===== config.mk =====
export PLATFORM = sky130hd
export DESIGN_NAME = clipped_filled_circle_raster_core
export DESIGN_NICKNAME = d
export VERILOG_FILES = /design/src/rtl/cfcr_pkg.sv /design/src/rtl/cfcr_csr.sv /design/src/rtl/cfcr_scan.sv /design/src/rtl/cfcr_pixel.sv /design/src/rtl/cfcr_emit.sv /design/src/rtl/clipped_filled_circle_raster_core.sv
export SDC_FILE = /design/constraint.sdc
export NUM_CORES = 2
export LEC_CHECK = 0
export BUFFER_PORTS_ARGS = -buffer_cell sky130_fd_sc_hd__buf_2
export CORE_MARGIN = 8
export CORE_UTILIZATION = 56
export CTS_BUF_LIST = sky130_fd_sc_hd__clkbuf_4
export DETAILED_ROUTE_END_ITERATION = 10
export PLACE_DENSITY = 0.8
export SLEW_MARGIN = 20
export SYNTH_ARGS = -nofsm -noshare
export SYNTH_HDL_FRONTEND = slang
export SYNTH_SLANG_ARGS = --single-unit

===== constraint.sdc =====
create_clock -name clock -period 14.6 [get_ports clock]
set_input_delay 2.92 -clock clock [delete_from_list [all_inputs] [get_ports clock]]
set_output_delay 2.92 -clock clock [all_outputs]
set_load 0.03 [all_outputs]

===== src/rtl/cfcr_pkg.sv =====
package cfcr_pkg;

   // Field widths
   localparam int COORD_W  = 12;
   localparam int RAD_W    = 10;
   localparam int LAYER_W  = 4;
   localparam int GLYPH_W  = 8;
   localparam int COLOR_W  = 16;
   localparam int ADDR_W   = 20;
   localparam int DIMREG_W = 9;
   localparam int CSR_IDX_W = 1;

   // Signed width for the clip math: center +/- radius + 1 never leaves 13 bits
   localparam int CLIP_W = 13;
   // Squared distances and radius squared: 10-bit magnitudes squared
   localparam int SQ_W   = 2 * RAD_W;
   // Raw width times raw height
   localparam int AREA_W = 2 * DIMREG_W;

   localparam int MAX_DIM_DEF    = 256;
   localparam int MAX_LAYERS_DEF = 16;

   localparam logic [DIMREG_W-1:0] DIM_RESET = 9'd64;

   // Command codes
   localparam logic CMD_START = 1'b0;
   localparam logic CMD_STEP  = 1'b1;

   // Register indexes
   localparam logic [CSR_IDX_W-1:0] CSR_SPRITE_WIDTH  = 1'b0;
   localparam logic [CSR_IDX_W-1:0] CSR_SPRITE_HEIGHT = 1'b1;

   // hit: pixel step on a live scan, may write; last: done flag of the word
   typedef struct packed {
      logic hit;
      logic last;
   } stage_ctl_type;

endpackage


===== src/rtl/cfcr_csr.sv =====
module cfcr_csr (
   input  logic                              clock,
   input  logic                              reset,
   input  logic                              csr_wr_en,
   input  logic [cfcr_pkg::CSR_IDX_W-1:0]    csr_index,
   input  logic [cfcr_pkg::DIMREG_W-1:0]     csr_wdata,
   output logic [cfcr_pkg::DIMREG_W-1:0]     sprite_width,
   output logic [cfcr_pkg::DIMREG_W-1:0]     sprite_height,
   output logic [cfcr_pkg::AREA_W-1:0]       sprite_area
);
   import cfcr_pkg::*;

   logic [DIMREG_W-1:0] width_ff, width_in;
   logic [DIMREG_W-1:0] height_ff, height_in;
   logic [AREA_W-1:0]   area_ff, area_in;

   always_comb begin
      width_in  = width_ff;
      height_in = height_ff;
      if (csr_wr_en) begin
         case (csr_index)
            CSR_SPRITE_WIDTH:  width_in  = csr_wdata;
            CSR_SPRITE_HEIGHT: height_in = csr_wdata;
            default: ;
         endcase
      end
      // layer stride, registered from the width and height registers
      area_in = {{(AREA_W-DIMREG_W){1'b0}}, width_ff} *
                {{(AREA_W-DIMREG_W){1'b0}}, height_ff};
   end

   always_ff @(posedge clock) begin
      if (reset) begin
         width_ff  <= DIM_RESET;
         height_ff <= DIM_RESET;
      end else begin
         width_ff  <= width_in;
         height_ff <= height_in;
      end
      area_ff <= area_in;
   end

   assign sprite_width  = width_ff;
   assign sprite_height = height_ff;
   assign sprite_area   = area_ff;

endmodule


===== src/rtl/cfcr_scan.sv =====
module cfcr_scan #(
   parameter int MAX_DIM    = cfcr_pkg::MAX_DIM_DEF,
   parameter int MAX_LAYERS = cfcr_pkg::MAX_LAYERS_DEF
) (
   input  logic                                   clock,
   input  logic                                   reset,
   input  logic                                   req_valid,
   output logic                                   req_ready,
   input  logic                                   req_cmd,
   input  logic signed [cfcr_pkg::COORD_W-1:0]    req_center_x,
   input  logic signed [cfcr_pkg::COORD_W-1:0]    req_center_y,
   input  logic [cfcr_pkg::LAYER_W-1:0]           req_layer,
   input  logic [cfcr_pkg::RAD_W-1:0]             req_radius,
   input  logic [cfcr_pkg::GLYPH_W-1:0]           req_glyph_in,
   input  logic [cfcr_pkg::COLOR_W-1:0]           req_color_in,
   input  logic [cfcr_pkg::DIMREG_W-1:0]          sprite_width,
   input  logic [cfcr_pkg::DIMREG_W-1:0]          sprite_height,
   output logic                                   s1_valid,
   input  logic                                   s1_ready,
   output cfcr_pkg::stage_ctl_type                s1_ctl,
   output logic [$clog2(MAX_DIM+1)-1:0]           s1_col,
   output logic [$clog2(MAX_DIM+1)-1:0]           s1_row,
   output logic [cfcr_pkg::RAD_W-1:0]             s1_adx,
   output logic [cfcr_pkg::RAD_W-1:0]             s1_ady,
   output logic [cfcr_pkg::RAD_W-1:0]             s1_radius,
   output logic [cfcr_pkg::LAYER_W-1:0]           s1_layer,
   output logic [cfcr_pkg::GLYPH_W-1:0]           s1_glyph,
   output logic [cfcr_pkg::COLOR_W-1:0]           s1_color
);
   import cfcr_pkg::*;

   localparam int DIM_W = $clog2(MAX_DIM + 1);

   // scan state
   logic                      busy_ff, busy_in;
   logic [DIM_W-1:0]          col_ff, col_in;
   logic [DIM_W-1:0]          row_ff, row_in;
   logic [DIM_W-1:0]          col_first_ff, col_first_in;
   logic [DIM_W-1:0]          col_limit_ff, col_limit_in;
   logic [DIM_W-1:0]          row_limit_ff, row_limit_in;
   logic signed [COORD_W-1:0] cx_ff, cx_in;
   logic signed [COORD_W-1:0] cy_ff, cy_in;
   logic [RAD_W-1:0]          rad_ff, rad_in;
   logic [LAYER_W-1:0]        layer_ff, layer_in;
   logic [GLYPH_W-1:0]        glyph_ff, glyph_in;
   logic [COLOR_W-1:0]        color_ff, color_in;

   // output stage
   logic                      s1_valid_ff, s1_valid_in;
   stage_ctl_type             s1_ctl_ff, s1_ctl_in;
   logic [DIM_W-1:0]          s1_col_ff, s1_row_ff;
   logic [RAD_W-1:0]          s1_adx_ff, s1_adx_in, s1_ady_ff, s1_ady_in;
   logic [RAD_W-1:0]          s1_radius_ff;
   logic [LAYER_W-1:0]        s1_layer_ff;
   logic [GLYPH_W-1:0]        s1_glyph_ff;
   logic [COLOR_W-1:0]        s1_color_ff;

   logic                      accept;

   // clip math for a start word
   logic signed [CLIP_W-1:0]  cx_ext, cy_ext, rad_ext, w_ext, h_ext, w_eff, h_eff;
   logic signed [CLIP_W-1:0]  row_lo, row_hi, col_lo, col_hi;
   logic signed [CLIP_W-1:0]  row_first, col_first, row_end_c, col_end_c;
   logic signed [CLIP_W-1:0]  row_end, col_end;
   logic                      start_busy;
   logic [LAYER_W-1:0]        layer_sat;

   // step math
   logic signed [CLIP_W-1:0]  col_ext, row_ext, hcx_ext, hcy_ext, dx, dy, adx, ady;
   logic [DIM_W:0]            col_inc, row_inc, row_adv;
   logic                      wrap, last;

   assign accept    = req_valid && req_ready;
   assign req_ready = !s1_valid_ff || s1_ready;

   always_comb begin
      cx_ext  = {{(CLIP_W-COORD_W){req_center_x[COORD_W-1]}}, req_center_x};
      cy_ext  = {{(CLIP_W-COORD_W){req_center_y[COORD_W-1]}}, req_center_y};
      rad_ext = {{(CLIP_W-RAD_W){1'b0}}, req_radius};
      w_ext   = {{(CLIP_W-DIMREG_W){1'b0}}, sprite_width};
      h_ext   = {{(CLIP_W-DIMREG_W){1'b0}}, sprite_height};
      w_eff   = (w_ext > CLIP_W'(MAX_DIM)) ? CLIP_W'(MAX_DIM) : w_ext;
      h_eff   = (h_ext > CLIP_W'(MAX_DIM)) ? CLIP_W'(MAX_DIM) : h_ext;

      row_lo    = cy_ext - rad_ext;
      row_hi    = cy_ext + rad_ext + CLIP_W'(1);
      col_lo    = cx_ext - rad_ext;
      col_hi    = cx_ext + rad_ext + CLIP_W'(1);
      row_first = row_lo[CLIP_W-1] ? '0 : row_lo;
      col_first = col_lo[CLIP_W-1] ? '0 : col_lo;
      row_end_c = (row_hi > h_eff) ? h_eff : row_hi;
      col_end_c = (col_hi > w_eff) ? w_eff : col_hi;
      row_end   = row_end_c[CLIP_W-1] ? '0 : row_end_c;
      col_end   = col_end_c[CLIP_W-1] ? '0 : col_end_c;
      start_busy = (row_first < row_end) && (col_first < col_end);

      layer_sat = (int'(req_layer) > MAX_LAYERS - 1) ? LAYER_W'(MAX_LAYERS - 1)
                                                      : req_layer;

      // distance from the center; inside a live box it never exceeds the radius
      col_ext = {{(CLIP_W-DIM_W){1'b0}}, col_ff};
      row_ext = {{(CLIP_W-DIM_W){1'b0}}, row_ff};
      hcx_ext = {{(CLIP_W-COORD_W){cx_ff[COORD_W-1]}}, cx_ff};
      hcy_ext = {{(CLIP_W-COORD_W){cy_ff[COORD_W-1]}}, cy_ff};
      dx      = col_ext - hcx_ext;
      dy      = row_ext - hcy_ext;
      adx     = dx[CLIP_W-1] ? -dx : dx;
      ady     = dy[CLIP_W-1] ? -dy : dy;

      col_inc = {1'b0, col_ff} + (DIM_W+1)'(1);
      row_inc = {1'b0, row_ff} + (DIM_W+1)'(1);
      wrap    = col_inc >= {1'b0, col_limit_ff};
      row_adv = wrap ? row_inc : {1'b0, row_ff};
      last    = row_adv >= {1'b0, row_limit_ff};
   end

   always_comb begin
      busy_in      = busy_ff;
      col_in       = col_ff;
      row_in       = row_ff;
      col_first_in = col_first_ff;
      col_limit_in = col_limit_ff;
      row_limit_in = row_limit_ff;
      cx_in        = cx_ff;
      cy_in        = cy_ff;
      rad_in       = rad_ff;
      layer_in     = layer_ff;
      glyph_in     = glyph_ff;
      color_in     = color_ff;
      s1_ctl_in    = s1_ctl_ff;
      s1_adx_in    = adx[RAD_W-1:0];
      s1_ady_in    = ady[RAD_W-1:0];
      s1_valid_in  = s1_ready ? 1'b0 : s1_valid_ff;

      if (accept) begin
         s1_valid_in = 1'b1;
         case (req_cmd)
            CMD_START: begin
               busy_in        = start_busy;
               cx_in          = req_center_x;
               cy_in          = req_center_y;
               rad_in         = req_radius;
               layer_in       = layer_sat;
               glyph_in       = req_glyph_in;
               color_in       = req_color_in;
               col_in         = col_first[DIM_W-1:0];
               row_in         = row_first[DIM_W-1:0];
               col_first_in   = col_first[DIM_W-1:0];
               col_limit_in   = col_end[DIM_W-1:0];
               row_limit_in   = row_end[DIM_W-1:0];
               s1_ctl_in.hit  = 1'b0;
               s1_ctl_in.last = !start_busy;
            end
            CMD_STEP: begin
               s1_ctl_in.hit  = busy_ff;
               s1_ctl_in.last = busy_ff ? last : 1'b1;
               if (busy_ff) begin
                  col_in  = wrap ? col_first_ff : col_inc[DIM_W-1:0];
                  row_in  = row_adv[DIM_W-1:0];
                  busy_in = !last;
               end
            end
            default: ;
         endcase
      end
   end

   always_ff @(posedge clock) begin
      if (reset) begin
         busy_ff     <= 1'b0;
         s1_valid_ff <= 1'b0;
      end else begin
         busy_ff     <= busy_in;
         s1_valid_ff <= s1_valid_in;
      end
      col_ff       <= col_in;
      row_ff       <= row_in;
      col_first_ff <= col_first_in;
      col_limit_ff <= col_limit_in;
      row_limit_ff <= row_limit_in;
      cx_ff        <= cx_in;
      cy_ff        <= cy_in;
      rad_ff       <= rad_in;
      layer_ff     <= layer_in;
      glyph_ff     <= glyph_in;
      color_ff     <= color_in;
      // snapshot the pixel being visited before the counters move
      if (accept) begin
         s1_ctl_ff    <= s1_ctl_in;
         s1_col_ff    <= col_ff;
         s1_row_ff    <= row_ff;
         s1_adx_ff    <= s1_adx_in;
         s1_ady_ff    <= s1_ady_in;
         s1_radius_ff <= rad_ff;
         s1_layer_ff  <= layer_ff;
         s1_glyph_ff  <= glyph_ff;
         s1_color_ff  <= color_ff;
      end
   end

   assign s1_valid  = s1_valid_ff;
   assign s1_ctl    = s1_ctl_ff;
   assign s1_col    = s1_col_ff;
   assign s1_row    = s1_row_ff;
   assign s1_adx    = s1_adx_ff;
   assign s1_ady    = s1_ady_ff;
   assign s1_radius = s1_radius_ff;
   assign s1_layer  = s1_layer_ff;
   assign s1_glyph  = s1_glyph_ff;
   assign s1_color  = s1_color_ff;

`ifndef SYNTH
   a_row_in_box: assert property (@(posedge clock) disable iff (reset)
      busy_ff |-> (row_ff < row_limit_ff))
      else $error("scan row outside clipped box while busy");

   a_col_in_box: assert property (@(posedge clock) disable iff (reset)
      busy_ff |-> ((col_ff < col_limit_ff) && (col_first_ff <= col_ff)))
      else $error("scan column outside clipped box while busy");

   a_idle_step: assert property (@(posedge clock) disable iff (reset)
      (accept && (req_cmd == CMD_STEP) && !busy_ff) |=> !busy_ff)
      else $error("step on idle engine started a scan");

   a_start_done: assert property (@(posedge clock) disable iff (reset)
      (accept && (req_cmd == CMD_START)) |=> (busy_ff == !s1_ctl_ff.last))
      else $error("start done flag disagrees with busy");
`endif

endmodule


===== src/rtl/cfcr_pixel.sv =====
module cfcr_pixel #(
   parameter int MAX_DIM = cfcr_pkg::MAX_DIM_DEF
) (
   input  logic                                clock,
   input  logic                                reset,
   input  logic                                s1_valid,
   output logic                                s1_ready,
   input  cfcr_pkg::stage_ctl_type             s1_ctl,
   input  logic [$clog2(MAX_DIM+1)-1:0]        s1_col,
   input  logic [$clog2(MAX_DIM+1)-1:0]        s1_row,
   input  logic [cfcr_pkg::RAD_W-1:0]          s1_adx,
   input  logic [cfcr_pkg::RAD_W-1:0]          s1_ady,
   input  logic [cfcr_pkg::RAD_W-1:0]          s1_radius,
   input  logic [cfcr_pkg::LAYER_W-1:0]        s1_layer,
   input  logic [cfcr_pkg::GLYPH_W-1:0]        s1_glyph,
   input  logic [cfcr_pkg::COLOR_W-1:0]        s1_color,
   input  logic [cfcr_pkg::DIMREG_W-1:0]       sprite_width,
   input  logic [cfcr_pkg::AREA_W-1:0]         sprite_area,
   output logic                                s2_valid,
   input  logic                                s2_ready,
   output cfcr_pkg::stage_ctl_type             s2_ctl,
   output logic [$clog2(MAX_DIM+1)-1:0]        s2_col,
   output logic [cfcr_pkg::SQ_W-1:0]           s2_dsq_x,
   output logic [cfcr_pkg::SQ_W-1:0]           s2_dsq_y,
   output logic [cfcr_pkg::SQ_W-1:0]           s2_rr,
   output logic [cfcr_pkg::ADDR_W-1:0]         s2_row_off,
   output logic [cfcr_pkg::ADDR_W-1:0]         s2_layer_off,
   output logic [cfcr_pkg::GLYPH_W-1:0]        s2_glyph,
   output logic [cfcr_pkg::COLOR_W-1:0]        s2_color
);
   import cfcr_pkg::*;

   localparam int DIM_W = $clog2(MAX_DIM + 1);

   logic                 valid_ff, valid_in;
   logic                 load;
   stage_ctl_type        ctl_ff;
   logic [DIM_W-1:0]     col_ff;
   logic [SQ_W-1:0]      dsq_x_ff, dsq_x_in, dsq_y_ff, dsq_y_in, rr_ff, rr_in;
   logic [ADDR_W-1:0]    row_off_ff, row_off_in, layer_off_ff, layer_off_in;
   logic [GLYPH_W-1:0]   glyph_ff;
   logic [COLOR_W-1:0]   color_ff;

   assign s1_ready = !valid_ff || s2_ready;
   assign load     = s1_valid && s1_ready;

   always_comb begin
      valid_in = load ? 1'b1 : (s2_ready ? 1'b0 : valid_ff);
      dsq_x_in = {{RAD_W{1'b0}}, s1_adx} * {{RAD_W{1'b0}}, s1_adx};
      dsq_y_in = {{RAD_W{1'b0}}, s1_ady} * {{RAD_W{1'b0}}, s1_ady};
      rr_in    = {{RAD_W{1'b0}}, s1_radius} * {{RAD_W{1'b0}}, s1_radius};
      row_off_in   = {{(ADDR_W-DIM_W){1'b0}}, s1_row} *
                     {{(ADDR_W-DIMREG_W){1'b0}}, sprite_width};
      // wraps to the address width like the address itself
      layer_off_in = {{(ADDR_W-LAYER_W){1'b0}}, s1_layer} *
                     {{(ADDR_W-AREA_W){1'b0}}, sprite_area};
   end

   always_ff @(posedge clock) begin
      if (reset) begin
         valid_ff <= 1'b0;
      end else begin
         valid_ff <= valid_in;
      end
      if (load) begin
         ctl_ff       <= s1_ctl;
         col_ff       <= s1_col;
         dsq_x_ff     <= dsq_x_in;
         dsq_y_ff     <= dsq_y_in;
         rr_ff        <= rr_in;
         row_off_ff   <= row_off_in;
         layer_off_ff <= layer_off_in;
         glyph_ff     <= s1_glyph;
         color_ff     <= s1_color;
      end
   end

   assign s2_valid     = valid_ff;
   assign s2_ctl       = ctl_ff;
   assign s2_col       = col_ff;
   assign s2_dsq_x     = dsq_x_ff;
   assign s2_dsq_y     = dsq_y_ff;
   assign s2_rr        = rr_ff;
   assign s2_row_off   = row_off_ff;
   assign s2_layer_off = layer_off_ff;
   assign s2_glyph     = glyph_ff;
   assign s2_color     = color_ff;

endmodule


===== src/rtl/cfcr_emit.sv =====
module cfcr_emit #(
   parameter int MAX_DIM = cfcr_pkg::MAX_DIM_DEF
) (
   input  logic                                clock,
   input  logic                                reset,
   input  logic                                s2_valid,
   output logic                                s2_ready,
   input  cfcr_pkg::stage_ctl_type             s2_ctl,
   input  logic [$clog2(MAX_DIM+1)-1:0]        s2_col,
   input  logic [cfcr_pkg::SQ_W-1:0]           s2_dsq_x,
   input  logic [cfcr_pkg::SQ_W-1:0]           s2_dsq_y,
   input  logic [cfcr_pkg::SQ_W-1:0]           s2_rr,
   input  logic [cfcr_pkg::ADDR_W-1:0]         s2_row_off,
   input  logic [cfcr_pkg::ADDR_W-1:0]         s2_layer_off,
   input  logic [cfcr_pkg::GLYPH_W-1:0]        s2_glyph,
   input  logic [cfcr_pkg::COLOR_W-1:0]        s2_color,
   output logic                                rsp_valid,
   input  logic                                rsp_ready,
   output logic                                rsp_write_valid,
   output logic [cfcr_pkg::ADDR_W-1:0]         rsp_address,
   output logic [cfcr_pkg::GLYPH_W-1:0]        rsp_glyph_out,
   output logic [cfcr_pkg::COLOR_W-1:0]        rsp_color_out,
   output logic                                rsp_done_res
);
   import cfcr_pkg::*;

   localparam int DIM_W = $clog2(MAX_DIM + 1);

   logic                 valid_ff, valid_in;
   logic                 load;
   logic                 in_disk, write_in;
   logic [SQ_W:0]        dist_sq;
   logic [ADDR_W-1:0]    addr_sum;
   logic                 write_ff, done_ff;
   logic [ADDR_W-1:0]    addr_ff, addr_in;
   logic [GLYPH_W-1:0]   glyph_ff, glyph_in;
   logic [COLOR_W-1:0]   color_ff, color_in;

   assign s2_ready = !valid_ff || rsp_ready;
   assign load     = s2_valid && s2_ready;

   always_comb begin
      valid_in = load ? 1'b1 : (rsp_ready ? 1'b0 : valid_ff);
      dist_sq  = {1'b0, s2_dsq_x} + {1'b0, s2_dsq_y};
      in_disk  = dist_sq <= {1'b0, s2_rr};
      addr_sum = {{(ADDR_W-DIM_W){1'b0}}, s2_col} + s2_row_off + s2_layer_off;
      write_in = s2_ctl.hit && in_disk;
      // zero the payload of a word that writes nothing
      addr_in  = write_in ? addr_sum : '0;
      glyph_in = write_in ? s2_glyph : '0;
      color_in = write_in ? s2_color : '0;
   end

   always_ff @(posedge clock) begin
      if (reset) begin
         valid_ff <= 1'b0;
      end else begin
         valid_ff <= valid_in;
      end
      if (load) begin
         write_ff <= write_in;
         done_ff  <= s2_ctl.last;
         addr_ff  <= addr_in;
         glyph_ff <= glyph_in;
         color_ff <= color_in;
      end
   end

   assign rsp_valid       = valid_ff;
   assign rsp_write_valid = write_ff;
   assign rsp_address     = addr_ff;
   assign rsp_glyph_out   = glyph_ff;
   assign rsp_color_out   = color_ff;
   assign rsp_done_res    = done_ff;

endmodule


===== src/rtl/clipped_filled_circle_raster_core.sv =====
// Filled-circle rasterizer for a layered character sprite. A start word (cmd 0)
// latches center, radius, layer, glyph and color, clips the circle's bounding
// box to the sprite and answers with one response carrying done_res set when
// the clipped box is empty. Each step word (cmd 1) visits the next pixel of the
// box in row-major order and answers with one response: a write of glyph and
// color at col + row*width + layer*width*height when the pixel lies within the
// radius, done_res on the last pixel, and done_res alone for a step while idle.
// The core takes one word per clock and returns one response per clock while
// rsp_ready is high; a response passes three registers: the scan stage, the
// multiplier stage (squares, row and layer offsets) and the compare/address
// output register. Backpressure on rsp_ready stalls the whole pipeline. The
// layer stride width*height is registered from the two sprite registers, so it
// reflects a register write one register after width and height do.
module clipped_filled_circle_raster_core #(
   parameter int MAX_DIM    = cfcr_pkg::MAX_DIM_DEF,
   parameter int MAX_LAYERS = cfcr_pkg::MAX_LAYERS_DEF
) (
   input  logic                                clock,
   input  logic                                reset,
   input  logic                                req_valid,
   output logic                                req_ready,
   input  logic                                req_cmd,
   input  logic signed [cfcr_pkg::COORD_W-1:0] req_center_x,
   input  logic signed [cfcr_pkg::COORD_W-1:0] req_center_y,
   input  logic [cfcr_pkg::LAYER_W-1:0]        req_layer,
   input  logic [cfcr_pkg::RAD_W-1:0]          req_radius,
   input  logic [cfcr_pkg::GLYPH_W-1:0]        req_glyph_in,
   input  logic [cfcr_pkg::COLOR_W-1:0]        req_color_in,
   output logic                                rsp_valid,
   input  logic                                rsp_ready,
   output logic                                rsp_write_valid,
   output logic [cfcr_pkg::ADDR_W-1:0]         rsp_address,
   output logic [cfcr_pkg::GLYPH_W-1:0]        rsp_glyph_out,
   output logic [cfcr_pkg::COLOR_W-1:0]        rsp_color_out,
   output logic                                rsp_done_res,
   input  logic                                csr_wr_en,
   input  logic [cfcr_pkg::CSR_IDX_W-1:0]      csr_index,
   input  logic [cfcr_pkg::DIMREG_W-1:0]       csr_wdata
);
   import cfcr_pkg::*;

   localparam int DIM_W = $clog2(MAX_DIM + 1);

   logic [DIMREG_W-1:0] sprite_width, sprite_height;
   logic [AREA_W-1:0]   sprite_area;

   logic                s1_valid, s1_ready;
   stage_ctl_type       s1_ctl;
   logic [DIM_W-1:0]    s1_col, s1_row;
   logic [RAD_W-1:0]    s1_adx, s1_ady, s1_radius;
   logic [LAYER_W-1:0]  s1_layer;
   logic [GLYPH_W-1:0]  s1_glyph;
   logic [COLOR_W-1:0]  s1_color;

   logic                s2_valid, s2_ready;
   stage_ctl_type       s2_ctl;
   logic [DIM_W-1:0]    s2_col;
   logic [SQ_W-1:0]     s2_dsq_x, s2_dsq_y, s2_rr;
   logic [ADDR_W-1:0]   s2_row_off, s2_layer_off;
   logic [GLYPH_W-1:0]  s2_glyph;
   logic [COLOR_W-1:0]  s2_color;

   cfcr_csr u_csr (
      .clock         (clock),
      .reset         (reset),
      .csr_wr_en     (csr_wr_en),
      .csr_index     (csr_index),
      .csr_wdata     (csr_wdata),
      .sprite_width  (sprite_width),
      .sprite_height (sprite_height),
      .sprite_area   (sprite_area)
   );

   cfcr_scan #(
      .MAX_DIM    (MAX_DIM),
      .MAX_LAYERS (MAX_LAYERS)
   ) u_scan (
      .clock         (clock),
      .reset         (reset),
      .req_valid     (req_valid),
      .req_ready     (req_ready),
      .req_cmd       (req_cmd),
      .req_center_x  (req_center_x),
      .req_center_y  (req_center_y),
      .req_layer     (req_layer),
      .req_radius    (req_radius),
      .req_glyph_in  (req_glyph_in),
      .req_color_in  (req_color_in),
      .sprite_width  (sprite_width),
      .sprite_height (sprite_height),
      .s1_valid      (s1_valid),
      .s1_ready      (s1_ready),
      .s1_ctl        (s1_ctl),
      .s1_col        (s1_col),
      .s1_row        (s1_row),
      .s1_adx        (s1_adx),
      .s1_ady        (s1_ady),
      .s1_radius     (s1_radius),
      .s1_layer      (s1_layer),
      .s1_glyph      (s1_glyph),
      .s1_color      (s1_color)
   );

   cfcr_pixel #(
      .MAX_DIM (MAX_DIM)
   ) u_pixel (
      .clock        (clock),
      .reset        (reset),
      .s1_valid     (s1_valid),
      .s1_ready     (s1_ready),
      .s1_ctl       (s1_ctl),
      .s1_col       (s1_col),
      .s1_row       (s1_row),
      .s1_adx       (s1_adx),
      .s1_ady       (s1_ady),
      .s1_radius    (s1_radius),
      .s1_layer     (s1_layer),
      .s1_glyph     (s1_glyph),
      .s1_color     (s1_color),
      .sprite_width (sprite_width),
      .sprite_area  (sprite_area),
      .s2_valid     (s2_valid),
      .s2_ready     (s2_ready),
      .s2_ctl       (s2_ctl),
      .s2_col       (s2_col),
      .s2_dsq_x     (s2_dsq_x),
      .s2_dsq_y     (s2_dsq_y),
      .s2_rr        (s2_rr),
      .s2_row_off   (s2_row_off),
      .s2_layer_off (s2_layer_off),
      .s2_glyph     (s2_glyph),
      .s2_color     (s2_color)
   );

   cfcr_emit #(
      .MAX_DIM (MAX_DIM)
   ) u_emit (
      .clock           (clock),
      .reset           (reset),
      .s2_valid        (s2_valid),
      .s2_ready        (s2_ready),
      .s2_ctl          (s2_ctl),
      .s2_col          (s2_col),
      .s2_dsq_x        (s2_dsq_x),
      .s2_dsq_y        (s2_dsq_y),
      .s2_rr           (s2_rr),
      .s2_row_off      (s2_row_off),
      .s2_layer_off    (s2_layer_off),
      .s2_glyph        (s2_glyph),
      .s2_color        (s2_color),
      .rsp_valid       (rsp_valid),
      .rsp_ready       (rsp_ready),
      .rsp_write_valid (rsp_write_valid),
      .rsp_address     (rsp_address),
      .rsp_glyph_out   (rsp_glyph_out),
      .rsp_color_out   (rsp_color_out),
      .rsp_done_res    (rsp_done_res)
   );

endmodule

[After elaboration in Yosys (flattened, before gate mapping)]
Index checks and enable logic that the tools add are counted.
Widths: inputs -> output; s select.
Storage, ports and cells
  RAM bits: 0
  input bits: 78
  latch bits: 0
  memory bits (read-only): 0
  register bits: 404
  output and inout bits: 48
  memories: 0
  word-level logic and storage cells: 122
Operators by class
  muxes and demuxes: 26
  shifts and indexed selects: 0
  reduce and logical (&&, ||, !) cells: 20
  multiply operators: 6
  equality and inequality tests: 1
  order comparisons: 9
  $add $sub $neg: 15
  bitwise gates (word level): 2
  div/mod/pow operators: 0
Operators by type and width (count)
  $mul 10x10->20: 3
  $mux 12: 4
  $mux 9: 5
  $mul 9x9->18: 2
  $pmux 9 s2: 2
  $mux 10: 3
  $add 12x11->13: 2
  $add 13x2->13 const B: 2
  $gt 13x13->1: 2
  $lt 13x13->1: 2
  $mux 13: 2
  $sub 10x12->13: 2
  $sub 12x11->13: 2
  $add 20x20->21: 1
  $le 21x20->1: 1
  $add 20x20->20: 1
  $add 9x1->10 const B: 2
  $ge 10x9->1: 2
  $mul 4x18->20: 1
  $neg 10->10: 2
  $add 9x18->19: 1
  $gt 9x9->1 const B: 2
  $mux 1: 8
  $reduce_and 2->1: 4
  other kinds (8): 21

[Logic depth before layout (Yosys ltp)]
  word-level depth: 9
  mapped depth: 30
  mapped depth without buffers: 28

[Modules after synthesis]
Synthesis repeated with hierarchy kept, for this count alone.
Unflattened totals
  cell total of the unflattened synthesis: 3587
  area, all modules: 36525.0 um^2
By module, submodules not included
  cfcr_pixel: cells an instance 1699, seq. area each 3923.8 um^2, instances 1, area an instance 16888.7 um^2
  cfcr_scan: cells an instance 1025, seq. area each 5595.4 um^2, instances 1, area an instance 11583.6 um^2
  cfcr_emit: cells an instance 447, seq. area each 1401.3 um^2, instances 1, area an instance 4366.7 um^2
  cfcr_csr: cells an instance 416, seq. area each 720.7 um^2, instances 1, area an instance 3686.0 um^2

[Worst setup path after synthesis]
OpenSTA, ideal clock, no wires.
  kind: input to register
  start point: input rsp_ready
  end point: register u_pixel.col_ff[0], in the netlist u_pixel.s2_col[0] (enable)
  data required time: 13782 ps
  slack: 1387 ps
  data arrival time: 12395 ps
  stages on the path: 2
  setup time: 818 ps
  buffers on the path: 0
  cell sequence: nor2b_1 -> a21boi_0
On the way
  longest elaborated chain between the ends: 3
Ends and longest elaborated chain
  start: declaration: line clipped_filled_circle_raster_core.sv:30  | input logic rsp_ready,
  $logic_or 1x1->1: line cfcr_emit.sv:39  | assign s2_ready = !valid_ff || rsp_ready;
  $logic_or 1x1->1: line cfcr_pixel.sv:44  | assign s1_ready = !valid_ff || s2_ready;
  $logic_and 1x1->1: line cfcr_pixel.sv:45  | assign load = s1_valid && s1_ready;
  net u_pixel.load: line cfcr_pixel.sv:36  | logic load;
  end signal: assignment: line cfcr_pixel.sv:67  | col_ff <= s1_col;
  end: declaration: line cfcr_pixel.sv:38  | logic [DIM_W-1:0] col_ff;
The timed path passes the listed nets, and every way through them passes these cells.
A chain may end at the register's enable or synchronous reset.

==> summary.txt <==
Tot Pwr: 8.01 mW
RSZ-0062 raised after global routing: no
hold-fix buffer count after cts: 0
Layout Skew: 0.0541 ns
Rel. slew slack: 0.274
die width: 268 um
largest net degree at the start of global routing: 76
Post-synth ARST share: 0
Final Net Count: 4366
synthesized area per cell: 10.3 um^2
RePlAce Congestion: 0.896
Post-Syn Nets: 4215
count of mapped cells out of synthesis: 3432
Final setup viols: 0
Critical Path Most Common Cell: ha_1
crit path cell chain: buf_2 -> inv_1 -> ha_1 -> nor2b_1 -> o21ai_2 -> a31oi_2 -> o31ai_4 -> xor2_1 -> ha_1 -> a21o_1 -> a21oi_1 -> o211ai_1 -> ha_1 -> a21boi_4 -> mux2_4 -> or2_1 -> ha_1 -> a21o_1 -> a21o_1 -> a21oi_1 -> o22ai_1 -> nor3_1 -> o221ai_1 -> o21a_1
First-pass DRT Iterations: 6
layout cell share with drive strength beyond 1: 0.106
top post-synthesis cells by area: edfxtp_1 31%, fa_1 16%, ha_1 15%
Critical Path End Type: flip-flop
wire per inst: 17.1 um
fillers: 5273
Internal Power: 4.53 mW
hold violation count in the final report: 0
vias in the first global route: 25.0k
Max Slew Vio Count: 0
initial antenna violation count: 7
Root Buffer: clkbuf_4
largest area contributor in the netlist: edfxtp_1
Core ar.: 62900 um^2
TritonCTS clock tree: built
worst hold path type: reg -> reg
Die ar.: 71700 um^2
Worst EP arrival: 8.23 ns
Clock Power Share: 0.123
clock latency on the worst-skew pair: 0.91 ns
EDFF count, synth: 361
Clock Sink Count: 401
HPWL Detailed: 60600 um
Worst-Margin Slew: 1.09 ns
critical path required time: 15.22 ns
critical path's slowest cell: a21boi_4
max_cap viols: 0
initial core utilization: 0.565
slowest stage delay, CP: 0.52 ns
Switching Share: 0.435
Tcrit/Tclk final: 0.521
Setup TNS: 0 ns
sequential cell area fraction in the yosys report: 0.328
Reg power frac: 0.228
Detailed Route Iter0 Violations: 1210
die height: 268 um
post-cts resize count: 0
All-Layer GR Usage: 0.217
Switch Pwr: 3.48 mW
Gate power share: 0.650
Lkg Pwr: 17.9 nW
row count: 92
antenna-violating nets left: 0
Yosys warnings: 0
crit start category: primary input
#FFs+latches synth: 401
Power Density: 210 nW/um^2
drt via density: 5.48
maximum vdd drop: 0.313 mV
final wirelength: 77300 um
htree depth: 3
distinct cell type count of the synthesized netlist: 90
postcts setup bufs: 0
P&R area growth vs syn: 7.74%
Residual DRC: 0
Worst-path clk slew: 0.07 ns
first-pass GRT wire length: 126000 um
Vias: 24.7k
GRT Residual Overflow: 0
total CTS buffers: 109
mapped cell area: 35500 um^2
fmax: 131 MHz
Synth Flop Type: edfxtp_1
Synth top area share: 0.305
PortBufs: 125
Crit Path Max Fanout: 21
io pins: 126
Crit Path Class: in -> reg
CTS max path bufs: 3
min Tclk post-route: 7.61 ns
status: finished, final reports clean
## layout by cell type (no fill, tap or decap), types with 59 or more instances in the layout
| cell type | netlist | routed |
|---|---|---|
| inv_1 | 481 | 480 |
| ha_1 | 427 | 427 |
| edfxtp_1 | 361 | 361 |
| nand2_1 | 315 | 315 |
| fa_1 | 278 | 278 |
| and2_1 | 249 | 249 |
| clkbuf_4 | 0 | 154 |
| a21oi_1 | 153 | 153 |
| xnor2_1 | 149 | 149 |
| nor2_1 | 144 | 143 |
| buf_2 | 9 | 125 |
| o21ai_0 | 83 | 83 |
| xor2_1 | 59 | 59 |
## cells in the mapped netlist (40+ instances only)
cell,instances
nand2_1,315
ha_1,427
o21ai_0,83
and2_1,249
edfxtp_1,361
fa_1,278
a21o_1,54
xor2_1,59
inv_1,481
clkbuf_1,80
xnor2_1,149
nor2b_1,45
nor3_1,42
nand3_1,47
a21oi_1,153
dfxtp_1,40
nor2_1,144
## critical path, delay by kind of cell
| kind | cells | cell delay, ns |
|---|---|---|
| compound gates | 13 | 2.55 |
| xor+xnor | 1 | 0.31 |
| fa+ha+maj | 4 | 1.32 |
| buf+inv | 2 | 0.30 |
| mux | 1 | 0.35 |
| simple gates | 3 | 0.45 |
## path summary, 6_finish.rpt
path | startpoint | to | slack [ns] | cells after the start
setup / recovery | req_radius[3] | u_scan.s1_ctl[0] | 6.99 | 24
hold / removal | u_scan.s1_col[8] | u_pixel.s2_col[8] | 0.38 | 0
setup reg to reg | u_csr.sprite_width[0] | u_scan.s1_ctl[0] | 9.00 | 22
hold reg to reg | u_scan.s1_col[8] | u_pixel.s2_col[8] | 0.38 | 0
## state kept, by name (all words and copies together), names as in the netlist, 10 cells and up
signal,cells
u_emit.rsp_address,20
u_pixel.s2_layer_off,20
u_pixel.s2_dsq_x,19
u_pixel.s2_dsq_y,19
u_pixel.s2_rr,19
u_csr.sprite_area,18
u_pixel.s2_row_off,18
u_emit.rsp_color_out,16
u_pixel.s2_color,16
u_scan.color_ff,16
u_scan.s1_color,16
u_scan.cx_ff,12
u_scan.cy_ff,12
u_scan.rad_ff,10
u_scan.s1_adx,10
u_scan.s1_ady,10
u_scan.s1_radius,10
## layer usage
layer | track usage | share of wire
met1 | 0.270 | 0.42
met2 | 0.380 | 0.50
met3 | 0.0378 | 0.050
met4 | 0.0784 | 0.031
met5 | 0 | 0.00097
## power groups by stage
stage | clock network, mW | registers [mW] | logic, mW
after floorplan | 0 | 1.80 | 4.20
after global placement | 0 | 1.84 | 5.05
after detailed placement | 0 | 1.85 | 5.20
after CTS | 1.01 | 1.82 | 5.25
after global routing | 1.07 | 1.84 | 5.98
final | 0.983 | 1.82 | 5.20
## layout make-up
class	instances	area, um^2	share of cell area
multi-input cells	2451	21700	0.566
repair buffers	135	701	0.0183
diodes	3	7.51	0.000196
well taps	846	1060	0.0277
flip-flops and latches	401	11600	0.304
clock buffers	154	1160	0.0302
inverters	485	1820	0.0476
clock inverters	35	196	0.00514
## logic make-up (layout without fill, tap and decap cells)
family,count (synthesis),count (layout),synth area share
other cells,0,3,0
flops,401,401,0.328
buf+inv,580,809,0.0626
compound gates,506,506,0.0975
xor+xnor,208,208,0.0513
fa+ha+maj,705,705,0.307
simple gates,997,997,0.142
mux,35,35,0.0109
## stage by stage
step                      hold WS [ns]  utilization  worst slack [ns]  std cells  instance area, um^2
after floorplan                  0.400            -              1.39       3432                35500
after global placement           0.401        0.587              6.28       4318                36900
after detailed placement         0.405        0.587              6.24       4318                36900
after CTS                        0.387        0.608              7.15       4507                38200
after global routing             0.404        0.608              6.72       4510                38200
final                            0.384        0.608              6.99       4510                38200
(Power assumes the default switching activity.)
